### config.mk
export PLATFORM = sky130hd
export DESIGN_NAME = dual_hbridge_ramp_controller
export DESIGN_NICKNAME = d
export VERILOG_FILES = /design/src/hw/rtl/dhb_pkg.sv /design/src/hw/rtl/dual_hbridge_ramp_controller.sv
export SDC_FILE = /design/constraint.sdc
export NUM_CORES = 1
export LEC_CHECK = 0
export BUFFER_PORTS_ARGS = -buffer_cell sky130_fd_sc_hd__buf_2
export CORE_MARGIN = 1
export CORE_UTILIZATION = 45
export CTS_CLUSTER_SIZE = 14
export DETAILED_ROUTE_END_ITERATION = 10
export GPL_TIMING_DRIVEN = 0
export PLACE_DENSITY = 0.71
export SETUP_SLACK_MARGIN = 0.05
export SYNTH_ARGS = -nofsm -noshare
export SYNTH_HDL_FRONTEND = slang
export SYNTH_SLANG_ARGS = --single-unit
### constraint.sdc
create_clock -name clk -period 5.2 [get_ports clk]
set_input_delay 1.04 -clock clk [delete_from_list [all_inputs] [get_ports clk]]
set_output_delay 1.04 -clock clk [all_outputs]
set_load 0.01 [all_outputs]
### src/hw/rtl/dhb_pkg.sv
// Package for the dual H-bridge ramp controller.
// Holds direction, action, status and register index codes and the request and
// result payload structs. No dependencies.
package dhb_pkg;

	// PWM period; clamps for target duty and for the deadband floor
	localparam logic [15:0] PWM_PERIOD = 16'd1000;

	// Default width of the reversal hold counter
	localparam int HOLD_BITS_DEF = 8;

	// Level and register widths fixed by the payload
	localparam int LEVEL_W = 10;
	localparam int TICKS_W = 8;
	localparam int CFG_IDX_W = 3;
	localparam int CFG_DATA_W = 10;

	typedef enum logic [1:0] {
		DIR_COAST = 2'd0,
		DIR_FWD   = 2'd1,
		DIR_REV   = 2'd2,
		DIR_BRAKE = 2'd3
	} dir_t;

	typedef enum logic {
		ACT_CMD  = 1'b0,
		ACT_TICK = 1'b1
	} action_t;

	typedef enum logic {
		ST_OK     = 1'b0,
		ST_BAD_ID = 1'b1
	} status_t;

	localparam logic [1:0] MOTOR_LEFT = 2'd0;
	localparam logic [1:0] MOTOR_RIGHT = 2'd1;

	typedef enum logic [CFG_IDX_W-1:0] {
		CFG_DUTY_CAP     = 3'd0,
		CFG_MIN_DUTY     = 3'd1,
		CFG_RAMP_STEP    = 3'd2,
		CFG_HOLD_TICKS   = 3'd3,
		CFG_INVERT_LEFT  = 3'd4,
		CFG_INVERT_RIGHT = 3'd5
	} cfg_idx_t;

	// One request: motor command or update tick
	typedef struct packed {
		action_t            action;
		logic [1:0]         motor_id;
		dir_t               direction;
		logic signed [15:0] duty;
	} req_t;

	// One result: status, pin levels, compare values and applied directions
	typedef struct packed {
		status_t              status;
		logic                 left_in1;
		logic                 left_in2;
		logic [LEVEL_W-1:0]   left_compare;
		logic                 right_in1;
		logic                 right_in2;
		logic [LEVEL_W-1:0]   right_compare;
		dir_t                 left_direction;
		dir_t                 right_direction;
	} rsp_t;

endpackage

### src/hw/rtl/dual_hbridge_ramp_controller.sv
// Dual H-bridge controller with soft-start ramp and coast hold on reversal.
// Single module; depends on dhb_pkg for codes and payload structs.
//
// Channel | Handshake              | Payload
// --------+------------------------+---------------------------------------
// req     | req_valid / req_ready  | req_t: action, motor_id, direction, duty
// rsp     | rsp_valid / rsp_ready  | rsp_t: status, pins, compares, directions
// cfg     | cfg_valid / cfg_ready  | cfg_index, cfg_data (always ready)
//
// A request is registered in s1, then shallow logic updates the per-motor state
// and loads the result register; one request per cycle is sustained while the
// result side is ready. The input register refills in the cycle it hands its
// request on, so a stalled result register holds one result and s1 holds one
// more request. Reset puts both motors in coast with zero duty and loads the
// register defaults.
module dual_hbridge_ramp_controller
	import dhb_pkg::*;
#(
	parameter int HOLD_BITS = HOLD_BITS_DEF
) (
	input  logic                  clk,
	input  logic                  arst_n,
	input  logic                  req_valid,
	output logic                  req_ready,
	input  req_t                  req,
	output logic                  rsp_valid,
	input  logic                  rsp_ready,
	output rsp_t                  rsp,
	input  logic                  cfg_valid,
	output logic                  cfg_ready,
	input  logic [CFG_IDX_W-1:0]  cfg_index,
	input  logic [CFG_DATA_W-1:0] cfg_data
);

	localparam int CMP_W = (HOLD_BITS > TICKS_W) ? HOLD_BITS : TICKS_W;
	localparam logic [HOLD_BITS-1:0] HOLD_MAX = {HOLD_BITS{1'b1}};

	// Configuration registers
	logic [LEVEL_W-1:0] duty_cap_q, min_duty_q, ramp_step_q;
	logic [TICKS_W-1:0] hold_ticks_q;
	logic               invert_left_q, invert_right_q;

	// Per-motor state
	dir_t               applied_q [2];
	dir_t               tdir_q    [2];
	logic [LEVEL_W-1:0] cur_q     [2];
	logic [LEVEL_W-1:0] tgt_q     [2];
	logic [HOLD_BITS-1:0] hold_q  [2];
	logic               pend_q    [2];

	dir_t               applied_d [2];
	dir_t               tdir_d    [2];
	logic [LEVEL_W-1:0] cur_d     [2];
	logic [LEVEL_W-1:0] tgt_d     [2];
	logic [HOLD_BITS-1:0] hold_d  [2];
	logic               pend_d    [2];

	// Input stage and result register
	req_t req_s1;
	logic valid_s1;
	rsp_t rsp_q;
	logic rsp_valid_q;
	rsp_t rsp_d;
	logic advance;

	// Target duty clamp with deadband floor
	function automatic logic [LEVEL_W-1:0] clamp_level(logic signed [15:0] raw,
			logic [LEVEL_W-1:0] cap_d, logic [LEVEL_W-1:0] min_d);
		logic [15:0] v;
		logic [15:0] top;
		logic [15:0] flr;
		top = ({6'b0, cap_d} < PWM_PERIOD) ? {6'b0, cap_d} : PWM_PERIOD;
		flr = ({6'b0, min_d} < PWM_PERIOD) ? {6'b0, min_d} : PWM_PERIOD;
		v = raw[15] ? 16'd0 : 16'(raw);
		if (v > top) begin
			v = top;
		end
		if (v != 16'd0 && v < flr) begin
			v = flr;
		end
		return v[LEVEL_W-1:0];
	endfunction

	// Bridge pin levels {in1, in2} after optional forward/reverse swap
	function automatic logic [1:0] pin_levels(dir_t d, logic inv);
		logic [1:0] p;
		unique case (d)
			DIR_COAST: p = 2'b00;
			DIR_FWD:   p = inv ? 2'b01 : 2'b10;
			DIR_REV:   p = inv ? 2'b10 : 2'b01;
			DIR_BRAKE: p = 2'b11;
			default:   p = 2'b00;
		endcase
		return p;
	endfunction

	// Compare value is gated off unless driving
	function automatic logic [LEVEL_W-1:0] compare_of(dir_t d, logic [LEVEL_W-1:0] lvl);
		return (d == DIR_FWD || d == DIR_REV) ? lvl : '0;
	endfunction

	// Handshakes
	assign advance   = valid_s1 && (!rsp_valid_q || rsp_ready);
	assign req_ready = !valid_s1 || advance;
	assign rsp_valid = rsp_valid_q;
	assign rsp       = rsp_q;
	assign cfg_ready = 1'b1;

	// Configuration writes
	always_ff @(posedge clk or negedge arst_n) begin
		if (!arst_n) begin
			duty_cap_q     <= 10'd1000;
			min_duty_q     <= 10'd0;
			ramp_step_q    <= 10'd20;
			hold_ticks_q   <= 8'd10;
			invert_left_q  <= 1'b0;
			invert_right_q <= 1'b0;
		end else if (cfg_valid) begin
			unique case (cfg_idx_t'(cfg_index))
				CFG_DUTY_CAP:     duty_cap_q     <= cfg_data;
				CFG_MIN_DUTY:     min_duty_q     <= cfg_data;
				CFG_RAMP_STEP:    ramp_step_q    <= cfg_data;
				CFG_HOLD_TICKS:   hold_ticks_q   <= cfg_data[TICKS_W-1:0];
				CFG_INVERT_LEFT:  invert_left_q  <= cfg_data[0];
				CFG_INVERT_RIGHT: invert_right_q <= cfg_data[0];
				default: ;
			endcase
		end
	end

	// Input register
	always_ff @(posedge clk or negedge arst_n) begin
		if (!arst_n) begin
			valid_s1 <= 1'b0;
		end else if (req_ready) begin
			valid_s1 <= req_valid;
		end
	end

	always_ff @(posedge clk) begin
		if (req_ready && req_valid) begin
			req_s1 <= req;
		end
	end

	// Next state for both motors
	always_comb begin
		logic [LEVEL_W-1:0]   step;
		logic [LEVEL_W:0]     sum;
		logic [LEVEL_W-1:0]   gap;
		logic [HOLD_BITS-1:0] hc;
		logic                 ramp_ok;
		step = (ramp_step_q == '0) ? LEVEL_W'(1) : ramp_step_q;
		sum = '0;
		gap = '0;
		hc = '0;
		ramp_ok = 1'b0;
		for (int k = 0; k < 2; k++) begin
			applied_d[k] = applied_q[k];
			tdir_d[k]    = tdir_q[k];
			cur_d[k]     = cur_q[k];
			tgt_d[k]     = tgt_q[k];
			hold_d[k]    = hold_q[k];
			pend_d[k]    = pend_q[k];
			if (req_s1.action == ACT_TICK) begin
				// Hold count, then ramp toward target
				ramp_ok = 1'b1;
				if (pend_q[k]) begin
					hc = (hold_q[k] < HOLD_MAX) ? hold_q[k] + 1'b1 : hold_q[k];
					hold_d[k] = hc;
					if (CMP_W'(hc) < CMP_W'(hold_ticks_q)) begin
						ramp_ok = 1'b0;
					end else begin
						applied_d[k] = tdir_q[k];
						pend_d[k] = 1'b0;
					end
				end
				if (ramp_ok) begin
					sum = {1'b0, cur_q[k]} + {1'b0, step};
					gap = tgt_q[k] - cur_q[k];
					if (cur_q[k] < tgt_q[k]) begin
						cur_d[k] = (sum > {1'b0, tgt_q[k]}) ? tgt_q[k] : sum[LEVEL_W-1:0];
					end else if (cur_q[k] > tgt_q[k]) begin
						gap = cur_q[k] - tgt_q[k];
						cur_d[k] = (step >= gap) ? tgt_q[k] : cur_q[k] - step;
					end
				end
			end else if (req_s1.motor_id == 2'(k)) begin
				if (req_s1.direction == DIR_COAST || req_s1.direction == DIR_BRAKE) begin
					// Stop at once
					tgt_d[k]     = '0;
					cur_d[k]     = '0;
					tdir_d[k]    = req_s1.direction;
					pend_d[k]    = 1'b0;
					applied_d[k] = req_s1.direction;
				end else if (applied_q[k] == req_s1.direction) begin
					// Same direction: new target only
					tdir_d[k] = req_s1.direction;
					pend_d[k] = 1'b0;
					tgt_d[k]  = clamp_level(req_s1.duty, duty_cap_q, min_duty_q);
				end else begin
					// Reversal: coast and start hold
					tdir_d[k]    = req_s1.direction;
					pend_d[k]    = 1'b1;
					hold_d[k]    = '0;
					tgt_d[k]     = clamp_level(req_s1.duty, duty_cap_q, min_duty_q);
					cur_d[k]     = '0;
					applied_d[k] = DIR_COAST;
				end
			end
		end
	end

	// Result from the updated state
	always_comb begin
		logic [1:0] lp;
		logic [1:0] rp;
		lp = pin_levels(applied_d[0], invert_left_q);
		rp = pin_levels(applied_d[1], invert_right_q);
		rsp_d.status = (req_s1.action == ACT_CMD && req_s1.motor_id != MOTOR_LEFT
			&& req_s1.motor_id != MOTOR_RIGHT) ? ST_BAD_ID : ST_OK;
		rsp_d.left_in1        = lp[1];
		rsp_d.left_in2        = lp[0];
		rsp_d.left_compare    = compare_of(applied_d[0], cur_d[0]);
		rsp_d.right_in1       = rp[1];
		rsp_d.right_in2       = rp[0];
		rsp_d.right_compare   = compare_of(applied_d[1], cur_d[1]);
		rsp_d.left_direction  = applied_d[0];
		rsp_d.right_direction = applied_d[1];
	end

	// State registers
	always_ff @(posedge clk or negedge arst_n) begin
		if (!arst_n) begin
			for (int k = 0; k < 2; k++) begin
				applied_q[k] <= DIR_COAST;
				tdir_q[k]    <= DIR_COAST;
				cur_q[k]     <= '0;
				tgt_q[k]     <= '0;
				hold_q[k]    <= '0;
				pend_q[k]    <= 1'b0;
			end
		end else if (advance) begin
			for (int k = 0; k < 2; k++) begin
				applied_q[k] <= applied_d[k];
				tdir_q[k]    <= tdir_d[k];
				cur_q[k]     <= cur_d[k];
				tgt_q[k]     <= tgt_d[k];
				hold_q[k]    <= hold_d[k];
				pend_q[k]    <= pend_d[k];
			end
		end
	end

	// Result register
	always_ff @(posedge clk or negedge arst_n) begin
		if (!arst_n) begin
			rsp_valid_q <= 1'b0;
		end else if (advance) begin
			rsp_valid_q <= 1'b1;
		end else if (rsp_ready) begin
			rsp_valid_q <= 1'b0;
		end
	end

	always_ff @(posedge clk) begin
		if (advance) begin
			rsp_q <= rsp_d;
		end
	end

endmodule

==> impl_metrics.json <==
{
  "synth_area_leaders": "dfrtp_1 (19%), ha_1 (13%), edfxtp_1 (12%), nand2_1 (3.8%), o21ai_0 (3.4%)",
  "cts_tree": "done",
  "top_level_ports": 71,
  "ant_nets": 0,
  "worst_pin_slew_ns": 0.998,
  "synthFlopType": "dfrtp_1",
  "post_drt_wl_per_cell_um": 20.3,
  "synth_common_cells": "ha_1 (132), nand2_1 (129), dfrtp_1 (98)",
  "layout.nets": 1702,
  "cts_htree_levels": 4,
  "dp_hpwl_um": 29800,
  "crit_required_ns": 5.42,
  "timing.final.crit_share_pct": 95.8,
  "portBuffers": 69,
  "synth_seq_cells": 158,
  "status": "finished, final reports clean",
  "max_freq_mhz": 201,
  "synth_top_area_cell": "dfrtp_1",
  "setup_viol": 0,
  "grt-ovfl-total": 0,
  "ys_warn_count": 0,
  "syn_area_mm2": 0.0128,
  "drive_above_1_share_pct": 15.1,
  "grt_max_degree": 64,
  "gp_congestion": 0.988,
  "rsz0062_at_grt": "no",
  "syn_nets": 1598,
  "hp-class": "flip-flop to flip-flop",
  "synth_cell_types": 90,
  "clockBufferDepth": 2,
  "hold_depth": 1,
  "hold_viol": 0,
  "end_kind": "flip-flop",
  "peakVddDrop_mv": 0.380,
  "syn_inst": 1421,
  "first_pass_iters": 5,
  "hold_buffers": 0,
  "fillers": 2585,
  "syn_avg_cell_area_um2": 8.97,
  "slew_viol_final": 0,
  "fin_skew_ns": 0.0138,
  "crit_type": "flip-flop to flip-flop",
  "cp_max_fo": 7,
  "syn_to_final_growth_pct": 14.1,
  "synth_most_common_cell": "ha_1",
  "rows": 61,
  "n_antenna_cell": 0,
  "viasPerCell": 6.09,
  "wirelength_um": 38800,
  "synth_edf_count": 50,
  "clkLatencyLatePin_ns": 0.45,
  "crit_path_start_kind": "flip-flop",
  "die-area_mm2": 0.0290,
  "die_w_um": 170,
  "gr-usage-all-layers_pct": 27.2,
  "maxSlewHeadroom_pct": 33.4,
  "drt_iter0_drc": 1073,
  "finalSetupTns_ns": 0,
  "via_count": 11678,
  "rr_worst_depth": 19,
  "ys_seq_area_share_pct": 33.1,
  "numCtsBuffers": 17,
  "synth-async-reset-ratio_pct": 68.4,
  "clock-sinks": 158,
  "root_buffer": "clkbuf_16",
  "grt_pass1_wl_um": 60100,
  "period_minus_slack_ns": 4.98,
  "first_global_vias": 11157,
  "holdWs_ns": 0.505,
  "leakagePower_nw": 6.24,
  "power.density_mw_per_mm2": 754,
  "grt_antenna_before_repair": 0,
  "coreArea_mm2": 0.0279,
  "die_height_um": 170,
  "start_util_pct": 45.8,
  "clk_pin_slew_ns": 0.07,
  "drc": 0,
  "max-cap-violations": 0,
  "arrival_ns": 5.20,
  "synth_top_area_share_pct": 19.2
}
## through the flow
stage	area [um^2]	util (%)	setup slack, ns	power, mW	cells
floorplan	12800	-	0.524	6.94	1421
global placement	13600	48.7	-0.390	8.69	1868
global route	14600	52.2	0.0400	11.8	1916
detailed placement	13600	48.9	-0.464	8.82	1870
finish	14600	52.2	0.221	11.0	1916
CTS	14400	51.6	0.0528	10.5	1905
## layer usage
| metal | share of wire, % | wire, um | track usage, % | vias up |
|---|---|---|---|---|
| met2 | 46 | 17800 | 43.9 | 500 |
| met5 | 0 | 0 | 0 | - |
| met4 | 4.0 | 1540 | 12.8 | 0 |
| met1 | 43 | 16700 | 35.8 | 5571 |
| met3 | 7.0 | 2730 | 4.19 | 101 |
| li1 | - | - | - | 5506 |
## where the power goes
group          internal (mW)  switching (mW)
clock network          0.863           0.529
registers               1.66           0.425
logic                   3.01            4.49
## cell usage in the layout, fill, tap and decap left out, types with 20 or more instances in the layout
cell | netlist | routed
mux2_2 | 38 | 38
nor2b_1 | 33 | 32
o21a_1 | 20 | 20
a21oi_1 | 78 | 77
nor3_1 | 37 | 35
nand3_1 | 47 | 47
o211ai_1 | 47 | 47
ha_1 | 132 | 132
clkbuf_1 | 48 | 45
xnor2_1 | 22 | 21
nand2b_1 | 34 | 34
o21ai_0 | 87 | 83
nor2_1 | 78 | 76
edfxtp_1 | 50 | 50
dfrtp_1 | 98 | 96
a21o_1 | 22 | 22
nand2_1 | 129 | 128
inv_1 | 95 | 95
buf_2 | 4 | 72
## path summary, 6_finish.rpt
kind	slack (ns)	from	to
min reg2reg	0.51	valid_s1	rsp_valid
max in group asynchronous	3.69	arst_n	ramp_step_q[2]
min	0.51	valid_s1	rsp_valid
max	0.22	ramp_step_q[1]	rsp[4]
max reg2reg	0.22	ramp_step_q[1]	rsp[4]
min in group asynchronous	0.71	arst_n	cur_q[8]
## flip-flops by register name, indices dropped and copies added (netlist names), 2 cells and up
name,cells
applied_q,4
cur_q,20
duty_cap_q,10
hold_q,16
hold_ticks_q,8
min_duty_q,10
pend_q,2
ramp_step_q,10
req_s1,21
rsp,29
tdir_q,4
tgt_q,20
## critical path, stage by stage, from the launching register on
cell and delay (ns):
dfrtp_1 0.40, nor3_2 0.19, a41o_2 0.27, ha_1 0.18
inv_1 0.05, fa_1 0.40, or2_2 0.35, a221oi_4 0.32
nor2_1 0.07, o21a_1 0.20, xor2_2 0.16, ha_1 0.30
a21o_1 0.18, a21oi_2 0.17, nand3b_1 0.09, o21a_1 0.23
o21ai_2 0.37, a21oi_1 0.17, o311a_1 0.37, nor4_2 0.27
## layout make-up
cell class / count / area (um^2) / share of cell area, %
repair buffers: 85 / 500 / 3.44
well taps: 378 / 473 / 3.25
inverters: 96 / 360 / 2.48
clock inverters: 11 / 176 / 1.21
clock buffers: 21 / 482 / 3.31
multi-input cells: 1111 / 8110 / 55.8
plain buffers: 56 / 225 / 1.55
flip-flops and latches: 158 / 4220 / 29.0
## logic make-up (layout without fill, tap and decap cells)
kind of cell	count (synthesis)	in the layout	synth area share (%)
flip-flops	158	158	33.1
buffers and inverters	152	269	4.55
multiplexers	49	49	4.22
AO/OA/AOI/OAI	416	416	22.7
adder cells (fa/ha/maj)	138	138	13.9
XOR/XNOR	38	38	2.82
AND/OR/NAND/NOR	469	469	18.8
other	1	1	0.0294
## repair_timing
action	4_1_cts	5_1_grt
endpoints found under the setup margin	50	46
buffers inserted	3	11
hold endpoints to repair	0	0
pin swaps	1	9
resized for setup	16	30
Note: power is estimated with default switching activity, not from simulation.
